**src/rtl/lspc_pkg.sv**
```systemverilog
// Shared types, constants and arithmetic helpers for the laser scan converter.
package lspc_pkg;

    localparam int DATA_W      = 24;
    localparam int CFG_IDX_W   = 8;
    localparam int IDX_W       = 10;
    localparam int ANG_W       = 16;
    localparam int PPS_W       = 11;
    localparam int MAX_POINTS  = 1024;
    localparam int CORDIC_N    = 16;
    localparam int ITER_W      = 4;
    localparam int XY_W        = 34;
    localparam int Z_W         = 26;
    localparam int PROD_W      = 41;
    localparam int MUL_W       = 25;

    localparam logic [CFG_IDX_W-1:0] CFG_DIST_SCALE = 8'd0;
    localparam logic [CFG_IDX_W-1:0] CFG_RANGE_MAX  = 8'd1;
    localparam logic [CFG_IDX_W-1:0] CFG_ANGLE_STEP = 8'd2;
    localparam logic [CFG_IDX_W-1:0] CFG_PTS_SCAN   = 8'd3;

    localparam logic [23:0]      RST_DIST_SCALE = 24'd655;
    localparam logic [22:0]      RST_RANGE_MAX  = 23'd20480;
    localparam logic [ANG_W-1:0] RST_ANGLE_STEP = 16'd91;
    localparam logic [PPS_W-1:0] RST_PTS_SCAN   = 11'd361;
    localparam logic [PPS_W-1:0] PTS_LIMIT      = PPS_W'(MAX_POINTS);

    localparam logic signed [XY_W-1:0] CORDIC_GAIN = 34'sd652032874;

    typedef struct packed {
        logic              load;
        logic              mul_dist;
        logic              take_dist;
        logic              cord_step;
        logic [ITER_W-1:0] iter;
        logic              round;
        logic              mul_x;
        logic              mul_y;
        logic              out_load;
    } t_cmd;

    typedef struct packed {
        logic out_free;
    } t_stat;

    function automatic logic signed [Z_W-1:0] atan_lut(input logic [ITER_W-1:0] i);
        logic signed [Z_W-1:0] r;
        unique case (i)
            4'd0:    r = 26'sd2097152;
            4'd1:    r = 26'sd1238021;
            4'd2:    r = 26'sd654136;
            4'd3:    r = 26'sd332050;
            4'd4:    r = 26'sd166669;
            4'd5:    r = 26'sd83416;
            4'd6:    r = 26'sd41718;
            4'd7:    r = 26'sd20860;
            4'd8:    r = 26'sd10430;
            4'd9:    r = 26'sd5215;
            4'd10:   r = 26'sd2608;
            4'd11:   r = 26'sd1304;
            4'd12:   r = 26'sd652;
            4'd13:   r = 26'sd326;
            4'd14:   r = 26'sd163;
            4'd15:   r = 26'sd81;
            default: r = '0;
        endcase
        return r;
    endfunction

    function automatic logic signed [DATA_W-1:0] sat_q24(input logic signed [PROD_W-1:0] v);
        logic signed [DATA_W-1:0] r;
        if (v > 41'sd8388607) begin
            r = 24'sh7FFFFF;
        end else if (v < -41'sd8388608) begin
            r = 24'sh800000;
        end else begin
            r = v[DATA_W-1:0];
        end
        return r;
    endfunction

    function automatic logic signed [15:0] sat_q15(input logic signed [XY_W-1:0] v);
        logic signed [15:0] r;
        if (v > 34'sd32767) begin
            r = 16'sh7FFF;
        end else if (v < -34'sd32768) begin
            r = 16'sh8000;
        end else begin
            r = v[15:0];
        end
        return r;
    endfunction

endpackage

```
**src/rtl/lspc_ctrl.sv**
```systemverilog
// Sequencing state machine for the scan point converter.
module lspc_ctrl (
    input  logic                i_clk,
    input  logic                i_rst_n,
    input  logic                i_in_valid,
    output logic                o_in_ready,
    input  lspc_pkg::t_stat     i_stat,
    output lspc_pkg::t_cmd      o_cmd
);

    localparam logic [2:0] S_IDLE  = 3'd0;
    localparam logic [2:0] S_MDIST = 3'd1;
    localparam logic [2:0] S_CORD  = 3'd2;
    localparam logic [2:0] S_ROUND = 3'd3;
    localparam logic [2:0] S_MULX  = 3'd4;
    localparam logic [2:0] S_MULY  = 3'd5;
    localparam logic [2:0] S_OUT   = 3'd6;

    logic [2:0]                      r_state, n_state;
    logic [lspc_pkg::ITER_W-1:0]     r_iter, n_iter;

    always_ff @(posedge i_clk) begin
        if (!i_rst_n) begin
            r_state <= S_IDLE;
            r_iter  <= '0;
        end else begin
            r_state <= n_state;
            r_iter  <= n_iter;
        end
    end

    always_comb begin
        n_state       = r_state;
        n_iter        = r_iter;
        o_in_ready    = 1'b0;
        o_cmd         = '0;
        o_cmd.iter    = r_iter;
        unique case (r_state)
            S_IDLE: begin
                o_in_ready = 1'b1;
                if (i_in_valid) begin
                    o_cmd.load = 1'b1;
                    n_state    = S_MDIST;
                end
            end
            S_MDIST: begin
                o_cmd.mul_dist = 1'b1;
                n_iter         = '0;
                n_state        = S_CORD;
            end
            S_CORD: begin
                o_cmd.cord_step = 1'b1;
                o_cmd.take_dist = (r_iter == '0);
                n_iter          = r_iter + 1'b1;
                if (r_iter == lspc_pkg::ITER_W'(lspc_pkg::CORDIC_N - 1)) begin
                    n_state = S_ROUND;
                end
            end
            S_ROUND: begin
                o_cmd.round = 1'b1;
                n_state     = S_MULX;
            end
            S_MULX: begin
                o_cmd.mul_x = 1'b1;
                n_state     = S_MULY;
            end
            S_MULY: begin
                o_cmd.mul_y = 1'b1;
                n_state     = S_OUT;
            end
            S_OUT: begin
                if (i_stat.out_free) begin
                    o_cmd.out_load = 1'b1;
                    n_state        = S_IDLE;
                end
            end
            default: begin
                n_state = S_IDLE;
            end
        endcase
    end

endmodule

```
**src/rtl/lspc_dp.sv**
```systemverilog
// Datapath: registers, scan counters, shared multiplier, CORDIC and output word.
module lspc_dp (
    input  logic                                i_clk,
    input  logic                                i_rst_n,
    input  logic                                i_cfg_valid,
    input  logic [lspc_pkg::CFG_IDX_W-1:0]      i_cfg_index,
    input  logic [lspc_pkg::DATA_W-1:0]         i_cfg_data,
    input  logic signed [15:0]                  i_raw_range,
    input  logic signed [31:0]                  i_timestamp,
    input  lspc_pkg::t_cmd                      i_cmd,
    output lspc_pkg::t_stat                     o_stat,
    input  logic                                i_out_ready,
    output logic                                o_out_valid,
    output logic signed [lspc_pkg::DATA_W-1:0]  o_distance,
    output logic signed [lspc_pkg::DATA_W-1:0]  o_x_coord,
    output logic signed [lspc_pkg::DATA_W-1:0]  o_y_coord,
    output logic                                o_valid_res,
    output logic [lspc_pkg::ANG_W-1:0]          o_beam_angle,
    output logic [lspc_pkg::IDX_W-1:0]          o_point_index,
    output logic signed [31:0]                  o_scan_time,
    output logic                                o_last_of_scan
);

    localparam int DW = lspc_pkg::DATA_W;
    localparam int XW = lspc_pkg::XY_W;
    localparam int ZW = lspc_pkg::Z_W;
    localparam int PW = lspc_pkg::PROD_W;
    localparam int MW = lspc_pkg::MUL_W;

    // configuration
    logic [23:0]                       r_dist_scale;
    logic [22:0]                       r_range_max;
    logic [lspc_pkg::ANG_W-1:0]        r_angle_step;
    logic [lspc_pkg::PPS_W-1:0]        r_pts_scan;

    // scan state
    logic [lspc_pkg::IDX_W-1:0]        r_idx;
    logic [lspc_pkg::ANG_W-1:0]        r_ang;
    logic signed [31:0]                r_time;

    // working registers
    logic signed [15:0]                r_raw;
    logic signed [PW-1:0]              r_prod;
    logic signed [DW-1:0]              r_dist;
    logic signed [DW-1:0]              r_xc;
    logic signed [XW-1:0]              r_x, r_y;
    logic signed [ZW-1:0]              r_z;
    logic                              r_flip;
    logic signed [15:0]                r_cos, r_sin;
    logic                              r_out_valid;

    logic signed [MW-1:0]              mul_a, mul_b;
    logic signed [2*MW-1:0]            mul_p;
    logic signed [ZW-1:0]              z_init;
    logic                              flip_init;
    logic signed [XW-1:0]              x_sh, y_sh, x_fin, y_fin;
    logic signed [ZW-1:0]              atan_v;
    logic signed [PW-1:0]              dist_rnd, q15_rnd;
    logic signed [XW-1:0]              cos_rnd, sin_rnd;
    logic [lspc_pkg::PPS_W-1:0]        n_eff;
    logic                              is_last;
    logic [lspc_pkg::PPS_W-1:0]        idx_inc;

    // configuration writes
    always_ff @(posedge i_clk) begin
        if (!i_rst_n) begin
            r_dist_scale <= lspc_pkg::RST_DIST_SCALE;
            r_range_max  <= lspc_pkg::RST_RANGE_MAX;
            r_angle_step <= lspc_pkg::RST_ANGLE_STEP;
            r_pts_scan   <= lspc_pkg::RST_PTS_SCAN;
        end else if (i_cfg_valid) begin
            unique case (i_cfg_index)
                lspc_pkg::CFG_DIST_SCALE: r_dist_scale <= i_cfg_data;
                lspc_pkg::CFG_RANGE_MAX:  r_range_max  <= i_cfg_data[22:0];
                lspc_pkg::CFG_ANGLE_STEP: r_angle_step <= i_cfg_data[lspc_pkg::ANG_W-1:0];
                lspc_pkg::CFG_PTS_SCAN:   r_pts_scan   <= i_cfg_data[lspc_pkg::PPS_W-1:0];
                default: ;
            endcase
        end
    end

    // scan length with zero and oversize clamped
    always_comb begin
        if (r_pts_scan == '0) begin
            n_eff = lspc_pkg::PPS_W'(1);
        end else if (r_pts_scan > lspc_pkg::PTS_LIMIT) begin
            n_eff = lspc_pkg::PTS_LIMIT;
        end else begin
            n_eff = r_pts_scan;
        end
        idx_inc = {1'b0, r_idx} + 1'b1;
        is_last = (idx_inc >= n_eff);
    end

    always_ff @(posedge i_clk) begin
        if (!i_rst_n) begin
            r_idx  <= '0;
            r_ang  <= '0;
            r_time <= '0;
        end else begin
            if (i_cmd.load && (r_idx == '0)) begin
                r_time <= i_timestamp;
            end
            if (i_cmd.out_load) begin
                if (is_last) begin
                    r_idx <= '0;
                    r_ang <= '0;
                end else begin
                    r_idx <= idx_inc[lspc_pkg::IDX_W-1:0];
                    r_ang <= r_ang + r_angle_step;
                end
            end
        end
    end

    // quadrant folding into the right half-plane
    always_comb begin
        z_init    = ZW'({r_ang, 8'h00});
        flip_init = 1'b0;
        unique case (r_ang[15:14]) inside
            2'b01, 2'b10: begin
                z_init    = z_init - 26'sh0800000;
                flip_init = 1'b1;
            end
            2'b11:   z_init = z_init - 26'sh1000000;
            default: ;
        endcase
    end

    // shared multiplier
    always_comb begin
        mul_a = '0;
        mul_b = '0;
        if (i_cmd.mul_dist) begin
            mul_a = MW'(r_raw);
            mul_b = $signed({1'b0, r_dist_scale});
        end else if (i_cmd.mul_x) begin
            mul_a = MW'(r_dist);
            mul_b = MW'(r_cos);
        end else begin
            mul_a = MW'(r_dist);
            mul_b = MW'(r_sin);
        end
        mul_p = mul_a * mul_b;
    end

    assign x_sh     = r_x >>> i_cmd.iter;
    assign y_sh     = r_y >>> i_cmd.iter;
    assign atan_v   = lspc_pkg::atan_lut(i_cmd.iter);
    assign x_fin    = r_flip ? -r_x : r_x;
    assign y_fin    = r_flip ? -r_y : r_y;
    assign cos_rnd  = (x_fin + 34'sd16384) >>> 15;
    assign sin_rnd  = (y_fin + 34'sd16384) >>> 15;
    assign dist_rnd = (r_prod + 41'sd128) >>> 8;
    assign q15_rnd  = (r_prod + 41'sd16384) >>> 15;

    always_ff @(posedge i_clk) begin
        if (i_cmd.load) begin
            r_raw  <= i_raw_range;
            r_x    <= lspc_pkg::CORDIC_GAIN;
            r_y    <= '0;
            r_z    <= z_init;
            r_flip <= flip_init;
        end
        if (i_cmd.mul_dist || i_cmd.mul_x || i_cmd.mul_y) begin
            r_prod <= mul_p[PW-1:0];
        end
        if (i_cmd.take_dist) begin
            r_dist <= lspc_pkg::sat_q24(dist_rnd);
        end
        if (i_cmd.cord_step) begin
            if (!r_z[ZW-1]) begin
                r_x <= r_x - y_sh;
                r_y <= r_y + x_sh;
                r_z <= r_z - atan_v;
            end else begin
                r_x <= r_x + y_sh;
                r_y <= r_y - x_sh;
                r_z <= r_z + atan_v;
            end
        end
        if (i_cmd.round) begin
            r_cos <= lspc_pkg::sat_q15(cos_rnd);
            r_sin <= lspc_pkg::sat_q15(sin_rnd);
        end
        if (i_cmd.mul_y) begin
            r_xc <= lspc_pkg::sat_q24(q15_rnd);
        end
    end

    // output word register
    always_ff @(posedge i_clk) begin
        if (!i_rst_n) begin
            r_out_valid <= 1'b0;
        end else if (i_cmd.out_load) begin
            r_out_valid <= 1'b1;
        end else if (i_out_ready) begin
            r_out_valid <= 1'b0;
        end
    end

    always_ff @(posedge i_clk) begin
        if (i_cmd.out_load) begin
            o_distance     <= r_dist;
            o_x_coord      <= r_xc;
            o_y_coord      <= lspc_pkg::sat_q24(q15_rnd);
            o_valid_res    <= ($signed({r_dist[DW-1], r_dist}) <= $signed({2'b00, r_range_max}));
            o_beam_angle   <= r_ang;
            o_point_index  <= r_idx;
            o_scan_time    <= r_time;
            o_last_of_scan <= is_last;
        end
    end

    assign o_out_valid     = r_out_valid;
    assign o_stat.out_free = !r_out_valid || i_out_ready;

endmodule

```
**src/rtl/laser_scan_polar_to_cartesian_unit.sv**
```systemverilog
// Top level of the laser range scan polar to Cartesian converter.
//
//  channel  direction  handshake                   word
//  in       input      i_in_valid / o_in_ready     i_raw_range, i_timestamp
//  out      output     o_out_valid / i_out_ready   o_distance ... o_last_of_scan
//  cfg      input      i_cfg_valid / o_cfg_ready   i_cfg_index, i_cfg_data
//
//  Each word passes through a multiply, 16 CORDIC iterations on one shared
//  shift-add unit, a rounding step, two multiplies and the output load.
//  A new input is taken only once the previous word is loaded at the output.
//  Synchronous active-low reset; configuration returns to defaults, counters to zero.
//  A word waiting at the output holds the next one in its final output-load step only.
module laser_scan_polar_to_cartesian_unit (
    input  logic                                i_clk,
    input  logic                                i_rst_n,
    input  logic                                i_cfg_valid,
    output logic                                o_cfg_ready,
    input  logic [lspc_pkg::CFG_IDX_W-1:0]      i_cfg_index,
    input  logic [lspc_pkg::DATA_W-1:0]         i_cfg_data,
    input  logic                                i_in_valid,
    output logic                                o_in_ready,
    input  logic signed [15:0]                  i_raw_range,
    input  logic signed [31:0]                  i_timestamp,
    output logic                                o_out_valid,
    input  logic                                i_out_ready,
    output logic signed [lspc_pkg::DATA_W-1:0]  o_distance,
    output logic signed [lspc_pkg::DATA_W-1:0]  o_x_coord,
    output logic signed [lspc_pkg::DATA_W-1:0]  o_y_coord,
    output logic                                o_valid_res,
    output logic [lspc_pkg::ANG_W-1:0]          o_beam_angle,
    output logic [lspc_pkg::IDX_W-1:0]          o_point_index,
    output logic signed [31:0]                  o_scan_time,
    output logic                                o_last_of_scan
);

    lspc_pkg::t_cmd  cmd;
    lspc_pkg::t_stat stat;

    assign o_cfg_ready = 1'b1;

    lspc_ctrl u_ctrl (
        .i_clk      (i_clk),
        .i_rst_n    (i_rst_n),
        .i_in_valid (i_in_valid),
        .o_in_ready (o_in_ready),
        .i_stat     (stat),
        .o_cmd      (cmd)
    );

    lspc_dp u_dp (
        .i_clk          (i_clk),
        .i_rst_n        (i_rst_n),
        .i_cfg_valid    (i_cfg_valid),
        .i_cfg_index    (i_cfg_index),
        .i_cfg_data     (i_cfg_data),
        .i_raw_range    (i_raw_range),
        .i_timestamp    (i_timestamp),
        .i_cmd          (cmd),
        .o_stat         (stat),
        .i_out_ready    (i_out_ready),
        .o_out_valid    (o_out_valid),
        .o_distance     (o_distance),
        .o_x_coord      (o_x_coord),
        .o_y_coord      (o_y_coord),
        .o_valid_res    (o_valid_res),
        .o_beam_angle   (o_beam_angle),
        .o_point_index  (o_point_index),
        .o_scan_time    (o_scan_time),
        .o_last_of_scan (o_last_of_scan)
    );

endmodule

```
**config.mk**
```make
export PLATFORM = sky130hd
export DESIGN_NAME = laser_scan_polar_to_cartesian_unit
export DESIGN_NICKNAME = d
export VERILOG_FILES = /design/src/rtl/lspc_pkg.sv /design/src/rtl/lspc_ctrl.sv /design/src/rtl/lspc_dp.sv /design/src/rtl/laser_scan_polar_to_cartesian_unit.sv
export SDC_FILE = /design/constraint.sdc
export NUM_CORES = 2
export LEC_CHECK = 0
export BUFFER_PORTS_ARGS = -buffer_cell sky130_fd_sc_hd__buf_4
export CAP_MARGIN = 0
export CORE_ASPECT_RATIO = 0.8
export CORE_MARGIN = 4
export CORE_UTILIZATION = 45
export CTS_CLUSTER_DIAMETER = 60
export DETAILED_ROUTE_END_ITERATION = 7
export PLACE_DENSITY = 0.63
export SKIP_CTS_REPAIR_TIMING = 1
export SLEW_MARGIN = 30
export SYNTH_ARGS = -nofsm -noshare
export SYNTH_HDL_FRONTEND = slang
export SYNTH_SLANG_ARGS = --single-unit
```
**constraint.sdc**
```tcl
create_clock -name i_clk -period 12.8 [get_ports i_clk]
set_clock_uncertainty 0.1 [all_clocks]
set_input_delay 1.92 -clock i_clk [delete_from_list [all_inputs] [get_ports i_clk]]
set_output_delay 1.92 -clock i_clk [all_outputs]
set_load 0.05 [all_outputs]
```
# == After elaboration in Yosys (flattened, before gate mapping) ==
# Memory sizes are Yosys's and may differ from the RTL's. A register that Yosys moved wholly into a read port is not among the register bits.
# Index checks and enable logic that the tools add are counted.
# totals
romBits,352
inputBits,85
memories,1
register_bits,504
out_inout_bits,135
# mem_list
name,depth,word_bits,rd,rd_ports_with_merged_regs,wr,line,source
(no name shown),16,22,1,1,0,lspc_pkg.sv:48,unique case (i)
# classes
n_lt_le_gt_ge,11
n_shift,2
n_eq_ne,16
addsub,17
n_mul,1
n_mux,44
n_reduce_logical,19
# ops
op,count
$mux W34,8
$mux W26,3
$mux W25,3
$mux W24,3
$add A34 B16 Y34 const B,2
$add A34 B34 Y34,2
$neg A34 Y34,2
$sshr A34 B4 Y34,2
$sub A34 B34 Y34,2
$pmux W26 S2,1
$mux W16,3
$add A41 B16 Y41 const B,1
$add A41 B9 Y41 const B,1
$mul A25 B25 Y41,1
$gt A19 B16 Y1 const B,2
$lt A19 B16 Y1 const B,2
$gt A33 B24 Y1 const B,1
$lt A33 B24 Y1 const B,1
$add A26 B26 Y26,1
$gt A26 B24 Y1 const B,1
$lt A26 B24 Y1 const B,1
$sub A24 B25 Y26 const B,1
$sub A26 B26 Y26,1
$sub A24 B24 Y25 const B,1
other kinds (36),64

# == Depth between registers and ports, before layout ==
# depth
ltp_word,5
mapped_depth,35
ltp_nobuf,31

# == Cells and area by module ==
# A second synthesis with hierarchy kept.
# hier_totals
hier_cells,5453
area_unflattened_um2,51300.5
# modules_own_cells
module,area_each_um2,cells_each,n_inst
lspc_dp,50810.0,5391,1
lspc_ctrl,479.2,60,1
laser_scan_polar_to_cartesian_unit,11.3,2,1

# == Worst setup path after synthesis ==
# OpenSTA, ideal clock, no wires.
# synth_timing
path_kind,reg-to-reg
start,reg u_ctrl.r_state[0]
end,reg u_dp.r_prod[40] (data pin)
required_ns,12.440
path_buffers,4
setup_ns,0.260
path_slack_ns,3.719
t_arrival_ns,8.721
synth_period_minus_slack_ns,9.081
stages_incl_launch_ff,33
cell_sequence,dfxtp_1 clkbuf_1 clkbuf_1 nor3b_1 clkbuf_1 mux2i_1 nor2_1 a21oi_1 clkbuf_1 nor2_1 fa_1 fa_1 inv_1 fa_1 inv_1 fa_1 fa_1 fa_1 inv_1 fa_1 inv_1 ha_1 inv_1 o21bai_1 a21oi_1 o21ai_0 a311o_1 a21oi_1 o21ai_0 a21o_1 a21oi_1 o21ai_0 xnor2_1
# synth_via
elab_chain_len,5
elab_cells_between_ends,8
classes_between,1 x mul; 2 x eq/ne; 5 x mux
# synth_lines
item,line,source
from (decl),lspc_ctrl.sv:19,"logic [2:0] r_state, n_state;"
from (signal assigned),lspc_ctrl.sv:27,r_state <= n_state;
$eq A3 B3 Y1,lspc_ctrl.sv:38,unique case (r_state)
$mux W1,lspc_ctrl.sv:38,
$mux W25,lspc_dp.sv:137,end else if (i_cmd.mul_x) begin
$mux W25,lspc_dp.sv:134,if (i_cmd.mul_dist) begin
$mul A25 B25 Y41 *,lspc_dp.sv:144,mul_p = mul_a * mul_b;
via u_dp.mul_p[40],lspc_dp.sv:53,logic signed [2*MW-1:0] mul_p;
to (signal assigned),lspc_dp.sv:166,r_prod <= mul_p[PW-1:0];
to (decl),lspc_dp.sv:43,logic signed [PW-1:0] r_prod;
# The timed path passes the listed nets; every way through them passes the cells marked *.
# A chain may end at the register's enable or synchronous reset.

# == Worst setup path after layout ==
# Ends and elaborated chain as after synthesis.

==> impl_results.md <==
- Status: finished, final reports clean
- Multi-input gate area: 33700 um^2
- IO buf count: 218
- Worst-Skew Late Latency: 0.65 ns
- RSZ-0062 raised after global routing: no
- Area Growth Syn to Fin: 10.6%
- Clk root buf: clkbuf_16
- Register area share after synthesis: 0.273
- Post-route clock period utilization: 0.765
- Synth warnings: 0
- HPWL after DPL: 117 mm
- R2r startpoint: u_ctrl.r_state[0]
- Adder-Cell Fraction of Synth Area: 0.284
- H-tree levels: 3
- Most frequent CP cell: fa_1
- Crit path time final: 9.79 ns
- Hold Startpoint: u_dp.r_xc[11]
- Library cells used by synthesis: 90
- WHS Path Cells: 0
- Mapped Area: 51200 um^2
- CTS tree: built
- Synth top area share: 0.214
- DRT iter0 DRCs: 3585
- Family with the most delay on the worst path: adder cells
- WP buf/inv: 4
- CTS Buffer Depth: 3
- Grt total ovfl: 0
- Ys flop type: edfxtp_1
- Drt via density: 5.59
- Critical Path End Type: register
- Die area: 119000 um^2
- Vias in the first global route: 39400
- Total wire length: 151 mm
- FP Rows: 110
- Largest net degree at the start of global routing: 83
- Worst Hold Endpoint: u_dp.o_x_coord[11]
- Num CTS Buffers: 66
- Simple logic cell fraction of the synthesized area: 0.149
- Largest family of logic cells by synthesized area: adder cells
- Depth of the worst register-to-register path: 26
- Syn_nets: 6418
- Achievable frequency: 0.102 GHz
- Initial antenna violation count: 2
- Setup_tns: 0 ns
- Final Hold Viols: 0
- WL/cell: 21.1 um
- Die height: 310 um
- Slew Limit Fails: 0
- Relative slew slack: 0.293
- Syn avg cell area: 9.30 um^2
- Via count: 40000
- Worst-path clk slew: 0.06 ns
- Sink Count: 519
- Placer congestion estimate: 0.982
- CP max-delay cell: mux2i_2
- Nets: 6507
- Slew @ Worst Pin: 1.04 ns
- Pre-Repair DR Iteration Count: 5
- Gr usage total: 0.254
- Post-synthesis xor/xnor area fraction: 0.0584
- ANT nets after route: 0
- Max stage delay on crit path: 0.92 ns
- DRC Markers: 0
- Flops & latches, synth: 519
- Mux contribution to synthesized area: 0.0583
- Post-synth EDFFs: 357
- DIE WIDTH: 385 um
- Max-cap violations: 0
- Worst Setup Start Kind: register
- Synthesized netlist cell count: 5499
- Initial Util: 0.454
- Flop2flop setup slack: 3.01 ns
- CP max FO: 54
- CP arrival: 10.05 ns
- I/O pins: 220
- CP Data Required Time: 13.06 ns
- Register area: 14000 um^2
- First-pass GRT wire length: 233 mm
- Post-synthesis compound-gate area fraction: 0.104
- Cell accounting for the most synthesized area: fa_1
- Final setup fails: 0
- Core area: 113000 um^2
- HP Class: register to register
- Layout cells sized above 1: 0.102
- Async set or reset register ratio after synthesis: 0
- Synth top area cells: fa_1 (21%), edfxtp_1 (21%), ha_1 (7.0%)
- Fillers: 10400
- R2r endpoint: u_dp.r_prod[40]
- Setup Crit Path Kind: register to register
synth_stat cells (7+ instances only):
cell type    n
a211oi_1    12
a21o_1      86
a21oi_1    336
a22oi_1     13
a31oi_1     33
and2_1      22
and3_1      50
and4_1       8
buf_1       21
buf_2       16
clkbuf_1   223
dfxtp_1    162
edfxtp_1   357
fa_1       547
ha_1       287
inv_1      704
mux2_1       7
mux2_2      17
mux2i_1     80
mux4_2      85
nand2_1    735
nand2b_1    51
nand3_1     67
nand3b_1    12
nand4_1     25
nor2_1     583
nor2b_1     28
nor3_1      68
nor3b_1      9
nor4_1      28
o211ai_1    16
o21a_1      37
o21ai_0    191
o21ai_1     38
o21bai_1    12
o22ai_1     15
o31a_1       8
o31ai_1     13
or2_2       21
or3_1       19
xnor2_1    199
xor2_1     142
area by class of cell:
cell class | count | share of cell area
multi-input cells | 4003 | 0.595
inverters | 709 | 0.0472
clock inverters | 36 | 0.00681
flip-flops and latches | 519 | 0.247
diodes | 3 | 0.000133
well taps | 1512 | 0.0334
clock buffers | 84 | 0.0318
repair buffers | 289 | 0.0389
how the worst max path moves through the flow:
stage	slack [ns]	to	cells past startpoint	startpoint
6_report	3.01	u_dp.r_prod[40]	26	u_ctrl.r_state[0]
5_1_grt	2.43	u_dp.r_prod[39]	28	u_ctrl.r_state[0]
4_1_cts	2.82	u_dp.r_prod[39]	32	u_ctrl.r_state[2]
3_5_place_dp	2.82	u_dp.r_prod[39]	32	u_ctrl.r_state[2]
3_3_place_gp	3.04	u_dp.r_prod[39]	32	u_ctrl.r_state[2]
2_1_floorplan	3.72	u_dp.r_prod[40]	32	u_ctrl.r_state[0]
state kept, by name, indices dropped and copies added (netlist names), 22 cells and up:
name               count
u_dp.r_prod           34
u_dp.r_x              34
u_dp.r_y              34
u_dp.o_scan_time      32
u_dp.r_time           32
u_dp.r_z              26
u_dp.o_distance       24
u_dp.o_x_coord        24
u_dp.o_y_coord        24
u_dp.r_dist           24
u_dp.r_dist_scale     24
u_dp.r_xc             24
u_dp.r_range_max      23
u_dp.atan_v           22
per-layer routing:
| layer | up-vias | routed length, um | GRT usage |
|---|---|---|---|
| met5 | - | 13 | 0 |
| met4 | 2 | 4220 | 0.0710 |
| met3 | 260 | 17200 | 0.0857 |
| met2 | 1747 | 62800 | 0.371 |
| met1 | 19600 | 66800 | 0.361 |
| li1 | 18400 | - | - |
kinds of logic after synthesis:
logic type / count (synthesis)
adders and majority gates: 835
AOI/OAI and AO/OA: 885
DFF: 519
xor gates and xnor gates: 341
other: 1
buffers and inverters: 977
muxes: 189
and+or+nand+nor: 1752
cells in the final DEF (no fill, tap or decap), types with 16 or more instances in the layout:
cell type,count
and2_1,22
nand2b_1,51
or2_2,21
ha_1,287
fa_1,547
xnor2_1,199
nor2_1,579
nand2_1,732
nor4_1,27
o211ai_1,16
mux4_2,85
nor3_1,67
nand3_1,67
inv_1,702
xor2_1,142
nor2b_1,28
a31oi_1,33
or3_1,19
o21ai_1,37
a21oi_1,324
mux2i_1,73
mux2_2,17
edfxtp_1,357
buf_4,286
o21a_1,37
clkbuf_16,68
dfxtp_1,158
o21ai_0,191
a21o_1,86
nand4_1,25
and3_1,50
through the flow:
step | instances | utilization | cell area [um^2] | hold WS [ns] | worst slack (ns)
2_1_floorplan | 5499 | - | 51200 | 0.300 | 3.72
3_3_place_gp | 7029 | 0.481 | 54300 | 0.302 | 3.04
3_5_place_dp | 7031 | 0.482 | 54300 | 0.305 | 2.82
4_1_cts | 7151 | 0.502 | 56500 | 0.314 | 2.82
5_1_grt | 7152 | 0.502 | 56600 | 0.327 | 2.43
6_report | 7155 | 0.502 | 56600 | 0.313 | 3.01
worst register-to-register path, cell delays in order (launching register included):
cell and delay (ns):
dfxtp_1 0.68, nor3b_2 0.37, buf_4 0.59, buf_4 0.52, mux2i_2 0.93, nor2_1 0.18
fa_1 0.55, fa_1 0.54, fa_1 0.55, fa_1 0.55, fa_1 0.54, fa_1 0.55
inv_1 0.05, fa_1 0.53, inv_1 0.04, ha_1 0.34, a21o_1 0.18, a21o_1 0.17
a21oi_1 0.19, o21ai_0 0.15, a311o_1 0.37, a21oi_1 0.14, o21ai_0 0.08, a21o_1 0.18
a21oi_1 0.17, o21ai_0 0.13, xnor2_1 0.14
Power is left out: the tool's default activity adds up to more than one toggle a clock period on the data nets, which glitch-free logic cannot reach.
